==> src/rtl/core/lpfs_pkg.sv <==
package lpfs_pkg;

  localparam int unsigned COUNT_W    = 9;
  localparam int unsigned CHUNK_W    = 7;
  localparam int unsigned HDR_LEN_W  = 17;
  localparam int unsigned HDR_BYTES  = 3;
  localparam logic [CHUNK_W-1:0] MAX_CHUNK   = 7'd64;
  localparam logic [CHUNK_W-1:0] CHUNK_RESET = 7'd64;

  localparam logic RES_STATUS = 1'b0;
  localparam logic RES_CHUNK  = 1'b1;

  typedef enum logic [1:0] {
    KIND_BEGIN = 2'd0,
    KIND_DATA  = 2'd1,
    KIND_END   = 2'd2,
    KIND_DONE  = 2'd3
  } kind_e;

  typedef enum logic [1:0] {
    ST_OK       = 2'd0,
    ST_BUSY     = 2'd1,
    ST_OVERFLOW = 2'd2,
    ST_EMPTY    = 2'd3
  } status_e;

  typedef struct packed {
    kind_e              kind;
    logic [COUNT_W-1:0] write_count;
    logic [7:0]         data_byte;
    logic               done_error;
  } in_req_t;

  typedef struct packed {
    logic    res_kind;
    status_e status;
    logic [7:0] chunk_byte;
    logic    chunk_last;
    logic    frame_cleared;
  } out_req_t;

  // Work handed from the front to the back.
  typedef struct packed {
    logic               is_chunk;
    status_e            status;
    logic               restart;
    logic [CHUNK_W-1:0] len;
    logic               clears;
  } cmd_t;

endpackage

==> src/rtl/core/lpfs_cmd_fifo.sv <==
module lpfs_cmd_fifo (
  input  logic             clk_i,
  input  logic             rst_ni,
  input  logic             push_i,
  input  lpfs_pkg::cmd_t   cmd_i,
  output logic             full_o,
  input  logic             pop_i,
  output logic             valid_o,
  output lpfs_pkg::cmd_t   cmd_o
);

  lpfs_pkg::cmd_t entry_q [2];
  logic           wp_q, wp_d, rp_q, rp_d;
  logic [1:0]     cnt_q, cnt_d;

  assign full_o  = (cnt_q == 2'd2);
  assign valid_o = (cnt_q != 2'd0);
  assign cmd_o   = entry_q[rp_q];

  always_comb begin
    wp_d  = wp_q;
    rp_d  = rp_q;
    cnt_d = cnt_q;
    if (push_i) begin
      wp_d = ~wp_q;
    end
    if (pop_i) begin
      rp_d = ~rp_q;
    end
    if (push_i && !pop_i) begin
      cnt_d = cnt_q + 2'd1;
    end else if (pop_i && !push_i) begin
      cnt_d = cnt_q - 2'd1;
    end
  end

  always_ff @(posedge clk_i or negedge rst_ni) begin
    if (!rst_ni) begin
      wp_q  <= 1'b0;
      rp_q  <= 1'b0;
      cnt_q <= 2'd0;
    end else begin
      wp_q  <= wp_d;
      rp_q  <= rp_d;
      cnt_q <= cnt_d;
    end
  end

  always_ff @(posedge clk_i) begin
    if (push_i) begin
      entry_q[wp_q] <= cmd_i;
    end
  end

endmodule

==> src/rtl/core/lpfs_front.sv <==
module lpfs_front #(
  parameter int unsigned BUFFER_BYTES = 320,
  localparam int unsigned AW = $clog2(BUFFER_BYTES)
) (
  input  logic                            clk_i,
  input  logic                            rst_ni,
  input  logic                            cfg_we_i,
  input  logic [lpfs_pkg::CHUNK_W-1:0]    cfg_wdata_i,
  input  logic                            in_valid_i,
  output logic                            in_stall_o,
  input  lpfs_pkg::in_req_t               in_req_i,
  input  logic                            cmd_full_i,
  input  logic                            chunk_pending_i,
  output logic                            cmd_push_o,
  output lpfs_pkg::cmd_t                  cmd_o,
  output logic                            wr_en_o,
  output logic [AW-1:0]                   wr_addr_o,
  output logic [7:0]                      wr_data_o
);

  localparam int unsigned CW = $clog2(BUFFER_BYTES + 1);
  localparam int unsigned SW = ((CW > lpfs_pkg::COUNT_W) ? CW : lpfs_pkg::COUNT_W) + 1;
  localparam int unsigned EW = (CW > lpfs_pkg::HDR_LEN_W) ? CW : lpfs_pkg::HDR_LEN_W;
  localparam int unsigned CKW = lpfs_pkg::CHUNK_W;
  localparam int unsigned RW = lpfs_pkg::COUNT_W;

  logic [CKW-1:0]                 chunk_q, chunk_d;
  logic [CW-1:0]                  fill_q, fill_d;
  logic [CW-1:0]                  sent_q, sent_d;
  logic                           busy_q, busy_d;
  logic                           open_q, open_d;
  logic [lpfs_pkg::COUNT_W-1:0]   rem_q, rem_d;
  logic [7:0]                     hdr_lo_q, hdr_lo_d, hdr_hi_q, hdr_hi_d;

  logic           accept;
  logic [CKW-1:0] eff;
  logic [EW-1:0]  hdr_len, expected, e_len, rest, d_len, after;
  logic [SW-1:0]  begin_sum;
  logic           e_clears, d_clears;

  assign in_stall_o = (in_req_i.kind == lpfs_pkg::KIND_DATA) ? chunk_pending_i : cmd_full_i;
  assign accept     = in_valid_i && !in_stall_o;

  always_comb begin
    if (chunk_q == '0) begin
      eff = CKW'(1);
    end else if (chunk_q > lpfs_pkg::MAX_CHUNK) begin
      eff = lpfs_pkg::MAX_CHUNK;
    end else begin
      eff = chunk_q;
    end
  end

  assign hdr_len   = EW'({hdr_hi_q, hdr_lo_q}) + EW'(lpfs_pkg::HDR_BYTES);
  assign expected  = (EW'(fill_q) >= EW'(lpfs_pkg::HDR_BYTES)) ? hdr_len : EW'(BUFFER_BYTES);
  assign e_len     = (expected < EW'(eff)) ? expected : EW'(eff);
  assign e_clears  = (e_len >= EW'(fill_q));
  assign rest      = (fill_q > sent_q) ? EW'(fill_q - sent_q) : '0;
  assign d_len     = (rest < EW'(eff)) ? rest : EW'(eff);
  assign after     = EW'(sent_q) + d_len;
  assign d_clears  = (after >= EW'(fill_q)) || (after >= hdr_len);
  assign begin_sum = SW'(in_req_i.write_count) + SW'(fill_q);

  always_comb begin
    chunk_d    = chunk_q;
    fill_d     = fill_q;
    sent_d     = sent_q;
    busy_d     = busy_q;
    open_d     = open_q;
    rem_d      = rem_q;
    hdr_lo_d   = hdr_lo_q;
    hdr_hi_d   = hdr_hi_q;
    cmd_push_o = 1'b0;
    cmd_o      = '0;
    wr_en_o    = 1'b0;
    wr_addr_o  = fill_q[AW-1:0];
    wr_data_o  = in_req_i.data_byte;

    if (cfg_we_i) begin
      chunk_d = cfg_wdata_i;
    end

    if (accept) begin
      unique case (in_req_i.kind)
        lpfs_pkg::KIND_BEGIN: begin
          cmd_push_o = 1'b1;
          if (in_req_i.write_count == '0) begin
            cmd_o.status = lpfs_pkg::ST_EMPTY;
          end else if (busy_q || open_q) begin
            cmd_o.status = lpfs_pkg::ST_BUSY;
          end else if (begin_sum > SW'(BUFFER_BYTES)) begin
            fill_d       = '0;
            cmd_o.status = lpfs_pkg::ST_OVERFLOW;
          end else begin
            open_d       = 1'b1;
            rem_d        = in_req_i.write_count;
            cmd_o.status = lpfs_pkg::ST_OK;
          end
        end
        lpfs_pkg::KIND_DATA: begin
          if (open_q && (rem_q != '0) && (fill_q < CW'(BUFFER_BYTES))) begin
            wr_en_o = 1'b1;
            fill_d  = fill_q + CW'(1);
            rem_d   = rem_q - RW'(1);
            if (fill_q == CW'(1)) begin
              hdr_lo_d = in_req_i.data_byte;
            end
            if (fill_q == CW'(2)) begin
              hdr_hi_d = in_req_i.data_byte;
            end
          end
        end
        lpfs_pkg::KIND_END: begin
          if (open_q) begin
            open_d = 1'b0;
            rem_d  = '0;
            if (EW'(fill_q) >= expected) begin
              cmd_push_o     = 1'b1;
              cmd_o.is_chunk = 1'b1;
              cmd_o.restart  = 1'b1;
              cmd_o.len      = e_len[CKW-1:0];
              cmd_o.clears   = e_clears;
              sent_d         = e_len[CW-1:0];
              busy_d         = 1'b1;
              if (e_clears) begin
                fill_d   = '0;
                sent_d   = '0;
                hdr_lo_d = '0;
                hdr_hi_d = '0;
              end
            end
          end
        end
        lpfs_pkg::KIND_DONE: begin
          busy_d = 1'b0;
          if (!in_req_i.done_error && (fill_q != '0) && (d_len != '0)) begin
            cmd_push_o     = 1'b1;
            cmd_o.is_chunk = 1'b1;
            cmd_o.len      = d_len[CKW-1:0];
            cmd_o.clears   = d_clears;
            sent_d         = after[CW-1:0];
            busy_d         = 1'b1;
            if (d_clears) begin
              fill_d   = '0;
              sent_d   = '0;
              hdr_lo_d = '0;
              hdr_hi_d = '0;
            end
          end
        end
        default: begin
        end
      endcase
    end
  end

  always_ff @(posedge clk_i or negedge rst_ni) begin
    if (!rst_ni) begin
      chunk_q  <= lpfs_pkg::CHUNK_RESET;
      fill_q   <= '0;
      sent_q   <= '0;
      busy_q   <= 1'b0;
      open_q   <= 1'b0;
      rem_q    <= '0;
      hdr_lo_q <= '0;
      hdr_hi_q <= '0;
    end else begin
      chunk_q  <= chunk_d;
      fill_q   <= fill_d;
      sent_q   <= sent_d;
      busy_q   <= busy_d;
      open_q   <= open_d;
      rem_q    <= rem_d;
      hdr_lo_q <= hdr_lo_d;
      hdr_hi_q <= hdr_hi_d;
    end
  end

endmodule

==> src/rtl/core/lpfs_back.sv <==
module lpfs_back #(
  parameter int unsigned BUFFER_BYTES = 320,
  localparam int unsigned AW = $clog2(BUFFER_BYTES)
) (
  input  logic               clk_i,
  input  logic               rst_ni,
  input  logic               cmd_valid_i,
  input  lpfs_pkg::cmd_t     cmd_i,
  output logic               cmd_pop_o,
  output logic               busy_o,
  input  logic               wr_en_i,
  input  logic [AW-1:0]      wr_addr_i,
  input  logic [7:0]         wr_data_i,
  output logic               out_valid_o,
  input  logic               out_stall_i,
  output lpfs_pkg::out_req_t out_req_o
);

  localparam int unsigned CKW = lpfs_pkg::CHUNK_W;

  typedef enum logic [1:0] {
    BK_IDLE  = 2'b01,
    BK_CHUNK = 2'b10
  } bk_state_e;

  bk_state_e          state_q, state_d;
  logic [AW-1:0]      ptr_q, ptr_d;
  logic [CKW-1:0]     left_q, left_d;
  logic               clears_q, clears_d;
  logic               rd_valid_q, rd_valid_d;
  logic               rd_last_q, rd_last_d;
  logic               rd_clear_q, rd_clear_d;
  logic [7:0]         rdata_q;
  logic               out_valid_q, out_valid_d;
  lpfs_pkg::out_req_t out_q, out_d;

  logic [7:0] mem [BUFFER_BYTES];

  logic out_load, issue, in_idle, final_byte;

  assign out_load   = !out_valid_q || !out_stall_i;
  assign in_idle    = (state_q == BK_IDLE);
  assign cmd_pop_o  = in_idle && !rd_valid_q && cmd_valid_i && (cmd_i.is_chunk || out_load);
  assign issue      = (state_q == BK_CHUNK) && (!rd_valid_q || out_load);
  assign final_byte = (left_q == CKW'(1));
  assign busy_o     = !in_idle || rd_valid_q;

  always_comb begin
    state_d     = state_q;
    ptr_d       = ptr_q;
    left_d      = left_q;
    clears_d    = clears_q;
    rd_valid_d  = rd_valid_q && !out_load;
    rd_last_d   = rd_last_q;
    rd_clear_d  = rd_clear_q;
    out_valid_d = out_valid_q && out_stall_i;
    out_d       = out_q;

    unique case (state_q)
      BK_IDLE: begin
        if (cmd_pop_o) begin
          if (cmd_i.is_chunk) begin
            state_d  = BK_CHUNK;
            left_d   = cmd_i.len;
            clears_d = cmd_i.clears;
            if (cmd_i.restart) begin
              ptr_d = '0;
            end
          end else begin
            out_valid_d = 1'b1;
            out_d       = '0;
            out_d.res_kind = lpfs_pkg::RES_STATUS;
            out_d.status   = cmd_i.status;
          end
        end
      end
      BK_CHUNK: begin
        if (issue) begin
          rd_valid_d = 1'b1;
          rd_last_d  = final_byte;
          rd_clear_d = final_byte && clears_q;
          left_d     = left_q - CKW'(1);
          ptr_d      = (final_byte && clears_q) ? '0 : ptr_q + AW'(1);
          if (final_byte) begin
            state_d = BK_IDLE;
          end
        end
      end
      default: begin
        state_d = BK_IDLE;
      end
    endcase

    if (rd_valid_q && out_load) begin
      out_valid_d         = 1'b1;
      out_d               = '0;
      out_d.res_kind      = lpfs_pkg::RES_CHUNK;
      out_d.status        = lpfs_pkg::ST_OK;
      out_d.chunk_byte    = rdata_q;
      out_d.chunk_last    = rd_last_q;
      out_d.frame_cleared = rd_clear_q;
    end
  end

  always_ff @(posedge clk_i or negedge rst_ni) begin
    if (!rst_ni) begin
      state_q     <= BK_IDLE;
      ptr_q       <= '0;
      left_q      <= '0;
      clears_q    <= 1'b0;
      rd_valid_q  <= 1'b0;
      rd_last_q   <= 1'b0;
      rd_clear_q  <= 1'b0;
      out_valid_q <= 1'b0;
    end else begin
      state_q     <= state_d;
      ptr_q       <= ptr_d;
      left_q      <= left_d;
      clears_q    <= clears_d;
      rd_valid_q  <= rd_valid_d;
      rd_last_q   <= rd_last_d;
      rd_clear_q  <= rd_clear_d;
      out_valid_q <= out_valid_d;
    end
  end

  always_ff @(posedge clk_i) begin
    out_q <= out_d;
  end

  always_ff @(posedge clk_i) begin
    if (wr_en_i) begin
      mem[wr_addr_i] <= wr_data_i;
    end
    if (issue) begin
      rdata_q <= mem[ptr_q];
    end
  end

  assign out_valid_o = out_valid_q;
  assign out_req_o   = out_q;

endmodule

==> src/rtl/core/length_prefixed_frame_segmenter_core.sv <==
// Frame segmenter: host write calls (begin, data bytes, end) fill a byte buffer of
// BUFFER_BYTES entries; once the length in header bytes 1..2 (plus 3) is met, the
// frame leaves in chunks of up to chunk_size bytes (at most 64): the first on the end
// request, then at most one per transfer-done request. Begin, end and done requests
// are accepted while the two-entry command queue has room; a data byte waits
// while the command queue holds anything or a chunk is still being read out,
// because chunks read the buffer that data bytes fill.
// Chunk bytes leave at one per cycle unless the output stalls, set by the buffer's
// single read port, through a read register and then the output register. Begin
// requests answer with one status request in order with the chunk bytes.
module length_prefixed_frame_segmenter_core #(
  parameter int unsigned BUFFER_BYTES = 320
) (
  input  logic                          clk_i,
  input  logic                          rst_ni,
  input  logic                          cfg_we_i,
  input  logic [lpfs_pkg::CHUNK_W-1:0]  cfg_wdata_i,
  input  logic                          in_valid_i,
  output logic                          in_stall_o,
  input  lpfs_pkg::in_req_t             in_req_i,
  output logic                          out_valid_o,
  input  logic                          out_stall_i,
  output lpfs_pkg::out_req_t            out_req_o
);

  localparam int unsigned AW = $clog2(BUFFER_BYTES);

  logic           cmd_push, cmd_full, cmd_valid, cmd_pop, back_busy;
  lpfs_pkg::cmd_t cmd_in, cmd_out;
  logic           wr_en;
  logic [AW-1:0]  wr_addr;
  logic [7:0]     wr_data;

  lpfs_front #(
    .BUFFER_BYTES(BUFFER_BYTES)
  ) u_front (
    .clk_i          (clk_i),
    .rst_ni         (rst_ni),
    .cfg_we_i       (cfg_we_i),
    .cfg_wdata_i    (cfg_wdata_i),
    .in_valid_i     (in_valid_i),
    .in_stall_o     (in_stall_o),
    .in_req_i       (in_req_i),
    .cmd_full_i     (cmd_full),
    .chunk_pending_i(cmd_valid || back_busy),
    .cmd_push_o     (cmd_push),
    .cmd_o          (cmd_in),
    .wr_en_o        (wr_en),
    .wr_addr_o      (wr_addr),
    .wr_data_o      (wr_data)
  );

  lpfs_cmd_fifo u_fifo (
    .clk_i  (clk_i),
    .rst_ni (rst_ni),
    .push_i (cmd_push),
    .cmd_i  (cmd_in),
    .full_o (cmd_full),
    .pop_i  (cmd_pop),
    .valid_o(cmd_valid),
    .cmd_o  (cmd_out)
  );

  lpfs_back #(
    .BUFFER_BYTES(BUFFER_BYTES)
  ) u_back (
    .clk_i      (clk_i),
    .rst_ni     (rst_ni),
    .cmd_valid_i(cmd_valid),
    .cmd_i      (cmd_out),
    .cmd_pop_o  (cmd_pop),
    .busy_o     (back_busy),
    .wr_en_i    (wr_en),
    .wr_addr_i  (wr_addr),
    .wr_data_i  (wr_data),
    .out_valid_o(out_valid_o),
    .out_stall_i(out_stall_i),
    .out_req_o  (out_req_o)
  );

endmodule

==> config.mk <==
export PLATFORM = sky130hd
export DESIGN_NAME = length_prefixed_frame_segmenter_core
export DESIGN_NICKNAME = d
export VERILOG_FILES = /design/src/rtl/core/lpfs_pkg.sv /design/src/rtl/core/lpfs_cmd_fifo.sv /design/src/rtl/core/lpfs_front.sv /design/src/rtl/core/lpfs_back.sv /design/src/rtl/core/length_prefixed_frame_segmenter_core.sv
export SDC_FILE = /design/constraint.sdc
export NUM_CORES = 2
export LEC_CHECK = 0
export BUFFER_PORTS_ARGS = -buffer_cell sky130_fd_sc_hd__buf_4
export CAP_MARGIN = 20
export CORE_AREA = 2 2 505 557
export CTS_CLUSTER_DIAMETER = 150
export DETAILED_ROUTE_END_ITERATION = 6
export DIE_AREA = 0 0 507 559
export SLEW_MARGIN = 10
export SYNTH_ARGS = -nofsm -noshare
export SYNTH_HDL_FRONTEND = slang
export SYNTH_SLANG_ARGS = --single-unit
==> constraint.sdc <==
create_clock -name clk_i -period 10.5 [get_ports clk_i]
set_clock_uncertainty 0.15 [all_clocks]
set_input_delay 0.525 -clock clk_i [delete_from_list [all_inputs] [get_ports clk_i]]
set_output_delay 0.525 -clock clk_i [all_outputs]
set_load 0.05 [all_outputs]
==> flow_metrics.env <==
export IMPL_ys_dominant_reg_cell="edfxtp_1"
export IMPL_rsz0062_at_grt="false"
export IMPL_worst_ep_arrival_time_ns=10.02
export IMPL_final_period_minus_worst_setup_slack_ns=9.47
export IMPL_synth_cell_types=90
export IMPL_setup_tns_final_ns=0
export IMPL_antenna_found_initial=7
export IMPL_synth_edf_count=2602
export IMPL_critical_path_top_delay_family="compound AO/OA/AOI/OAI gates"
export IMPL_avgSynthCellArea_um2=20.9
export IMPL_place_detailed_hpwl_um=161000
export IMPL_routedWlPerCell_um=29.2
export IMPL_final_hold_worst_slack_ns=0.0502
export IMPL_grt_max_degree=222
export IMPL_grt_util_met2=0.309
export IMPL_antenna_violating_nets_post_route=0
export IMPL_yosys_register_bits=2684
export IMPL_ios=47
export IMPL_clock_sinks=2684
export IMPL_synth_top_family_by_area="multiplexers"
export IMPL_reg_clk_slew_reported_paths_ns=0.06
export IMPL_tritoncts_clock_tree="yes"
export IMPL_cts_htree_levels=5
export IMPL_top_usage_layer="met2"
export IMPL_final_util=0.438
export IMPL_synthSimpleGateAreaFrac=0.0319
export IMPL_design_final_nets=5449
export IMPL_clock_power_share=0.345
export IMPL_final_seq_area_um2=80200
export IMPL_layout_common_cells="edfxtp_1 (2602), mux4_2 (810), nor2_1 (426)"
export IMPL_number_of_cts_inserted_buffers=274
export IMPL_power_share_switching=0.275
export IMPL_clock_insertion_delay_at_the_later_pin_of_the_skew_report_ns=0.86
export IMPL_worst_slew_margin_rel=0.121
export IMPL_synth_xor_area_share=0.00236
export IMPL_cells_after_dpl=8704
export IMPL_worstHoldPathType="input pin to register"
export IMPL_dr_total_vias=52500
export IMPL_synth_seq_area_share=0.743
export IMPL_gr_total_overflow=0
export IMPL_io_buffer_count=46
export IMPL_first_iter_violations=5860
export IMPL_period_share=0.902
export IMPL_floorplan_die_width_um=507
export IMPL_stdcell_count=9210
export IMPL_syn_inst=5148
export IMPL_globalplace_congestion=0.845
export IMPL_crit_slowest_cell="or3_1"
export IMPL_number_of_global_route_vias_before_repair=53400
export IMPL_timing_hold_violations_final=0
export IMPL_drv_cap=0
export IMPL_initial_utilization=0.389
export IMPL_final_max_slew_viol_count=0
export IMPL_filler_cell_count=23500
export IMPL_setup_worst_path_end_class="register"
export IMPL_cp_required_ns=11.05
export IMPL_cts_resized=0
export IMPL_drt_wl_total_um=269000
export IMPL_groute_layer_met3_usage=0.0271
export IMPL_most_common_cell_after_layout_fill_and_taps_aside="edfxtp_1"
export IMPL_core_area_um2=277000
export IMPL_power_per_cell_area_nw_per_um2=222
export IMPL_post_synthesis_cell_area_um2=108000
export IMPL_max_slew_worst_pin_slew_ns=1.32
export IMPL_floorplan_rows=203
export IMPL_final_layout_size_suffix_gt1_frac=0.254
export IMPL_viasPerCell=5.70
export IMPL_setup_viol_count_final=0
export IMPL_clockBufferDepth=4
export IMPL_combinationalPowerShare=0.206
export IMPL_ys_async_sr_fraction=0.0294
export IMPL_grt_util_met1=0.261
export IMPL_max_vdd_ir_drop_v=0.000153
export IMPL_multi_input_area_um2=26400
export IMPL_yosysWarningCount=0
export IMPL_slowest_delay_ns=0.67
export IMPL_grt_pass1_wl_um=389000
export IMPL_grt_util_all_layers=0.188
export IMPL_leakagePower_nw=36.6
export IMPL_synth_mux_area_frac=0.175
export IMPL_timing_critical_path_buf_inv=5
export IMPL_drt_pass1_iterations=6
export IMPL_clock_root_buffer="clkbuf_16"
export IMPL_die_h_um=559
export IMPL_achievable_frequency_mhz=106
export IMPL_reg_power_frac=0.449
export IMPL_critical_path_peak_fanout=12
export IMPL_worstSetupStartpointType="register"
export IMPL_remaining_drc_errors=0
export IMPL_status="finished clean"
export IMPL_adder_and_majority_gate_portion_of_the_synthesized_area=0.0118
export IMPL_syn_to_final_growth_pct=12.6
export IMPL_critical_path_class="register to register"
export IMPL_p_switching_mw=7.42
export IMPL_synth_compound_gate_area_share=0.0225
export IMPL_dieArea_um2=283000
export IMPL_power_report_internal_total_mw=19.6
export IMPL_setup_fix_buffers_added_after_clock_tree_synthesis=0
export IMPL_cts_hold_fix_buffers=24
==> state kept, by name, summed over array words and instances (netlist names), 8 cells and up <==
register	flops
u_back.mem	2560
u_fifo.entry_q	24
u_back.out_req_o	13
u_back.ptr_q	9
u_front.rem_q	9
u_front.sent_q	9
u_front.wr_addr_o	9
u_back.rdata_q	8
u_front.hdr_hi_q	8
u_front.hdr_lo_q	8
==> metrics by stage <==
| step | setup WS [ns] | power, mW | area (um^2) |
|---|---|---|---|
| finish | 1.03 | 27.0 | 121000 |
| detailed placement | 1.27 | 17.9 | 113000 |
| global route | 0.325 | 28.0 | 121000 |
| global placement | 1.30 | 17.9 | 113000 |
| CTS | 1.20 | 27.2 | 121000 |
| floorplan | 2.66 | 16.1 | 108000 |
==> routing by layer <==
layer  share of wire  wire length, um  up-vias
met5               0                0        -
met4           0.028             7650        0
met3           0.062            16700      376
met2            0.50           133000     1867
met1            0.41           111000    28400
li1                -                -    21800
==> cell usage after synthesis, drive strengths merged, types with 7 or more instances <==
master	instances	area [um^2]
a211oi	25	193
a21o	16	128
a21oi	81	405
a22oi	62	465
a31oi	9	56.3
and2	17	106
and3	19	119
buf	122	542
clkbuf	154	579
dfrtp	77	1930
edfxtp	2602	78100
ha	97	1210
inv	70	263
mux2	35	454
mux2i	18	180
mux4	810	18200
nand2	111	417
nand2b	16	100
nand3	53	270
nand4	25	163
nor2	427	1600
nor2b	19	119
nor3	23	125
nor4	14	100
o211ai	13	97.6
o21ai	72	360
o31ai	7	52.6
or2	10	62.6
or3	16	100
xnor2	16	140
xor2	13	114
==> worst register-to-register path: cells and delay by family, from the launching register on <==
family	cells	cell delay (ns)
AOI/OAI and AO/OA	14	3.30
and+or+nand+nor	10	1.94
adders and majority gates	6	1.79
muxes	2	0.74
buffers and inverters	5	0.61
DFF	1	0.49
xor gates and xnor gates	1	0.33
==> area by class of cell <==
class,instances,share of cell area
Timing Repair Buffer,159,0.0123
Inverter,71,0.00220
Antenna cell,4,0.0000825
Clock buffer,334,0.0596
Clock inverter,141,0.00965
Multi-Input combinational cell,2127,0.218
Sequential cell,2684,0.661
Tap cell,3690,0.0380
==> cell families after synthesis <==
family                   after synthesis
AO/OA/AOI/OAI                        355
XOR/XNOR                              29
buffers and inverters                347
adder cells (fa/ha/maj)              100
flip-flops                          2684
other                                  1
multiplexers                         863
AND/OR/NAND/NOR                      769
==> power by group through the flow <==
| stage | registers, mW | logic [mW] | clock network, mW |
|---|---|---|---|
| final | 12.1 | 5.56 | 9.31 |
| after global routing | 12.1 | 6.03 | 9.88 |
| after CTS | 12.1 | 5.59 | 9.47 |
| after detailed placement | 12.3 | 5.56 | 0 |
| after global placement | 12.3 | 5.54 | 0 |
| after floorplan | 12.3 | 3.84 | 0 |
==> worst paths after layout <==
path                                           start              endpoint  slack (ns)  cells after the start
worst max-delay path            u_front.wr_addr_o[0]   u_front.hdr_lo_q[2]        1.03                     38
worst min-delay path                    in_req_i[12]      u_front.rem_q[3]        0.05                      4
worst max register to register  u_front.wr_addr_o[0]   u_front.hdr_lo_q[2]        1.03                     38
worst min register to register  u_back.out_req_o[12]  u_back.out_req_o[12]        0.32                      1
max in group asynchronous                     rst_ni   u_front.hdr_hi_q[6]        9.03                      3
min in group asynchronous                     rst_ni    u_front.chunk_q[3]        0.32                      3
(Power assumes the default switching activity.)
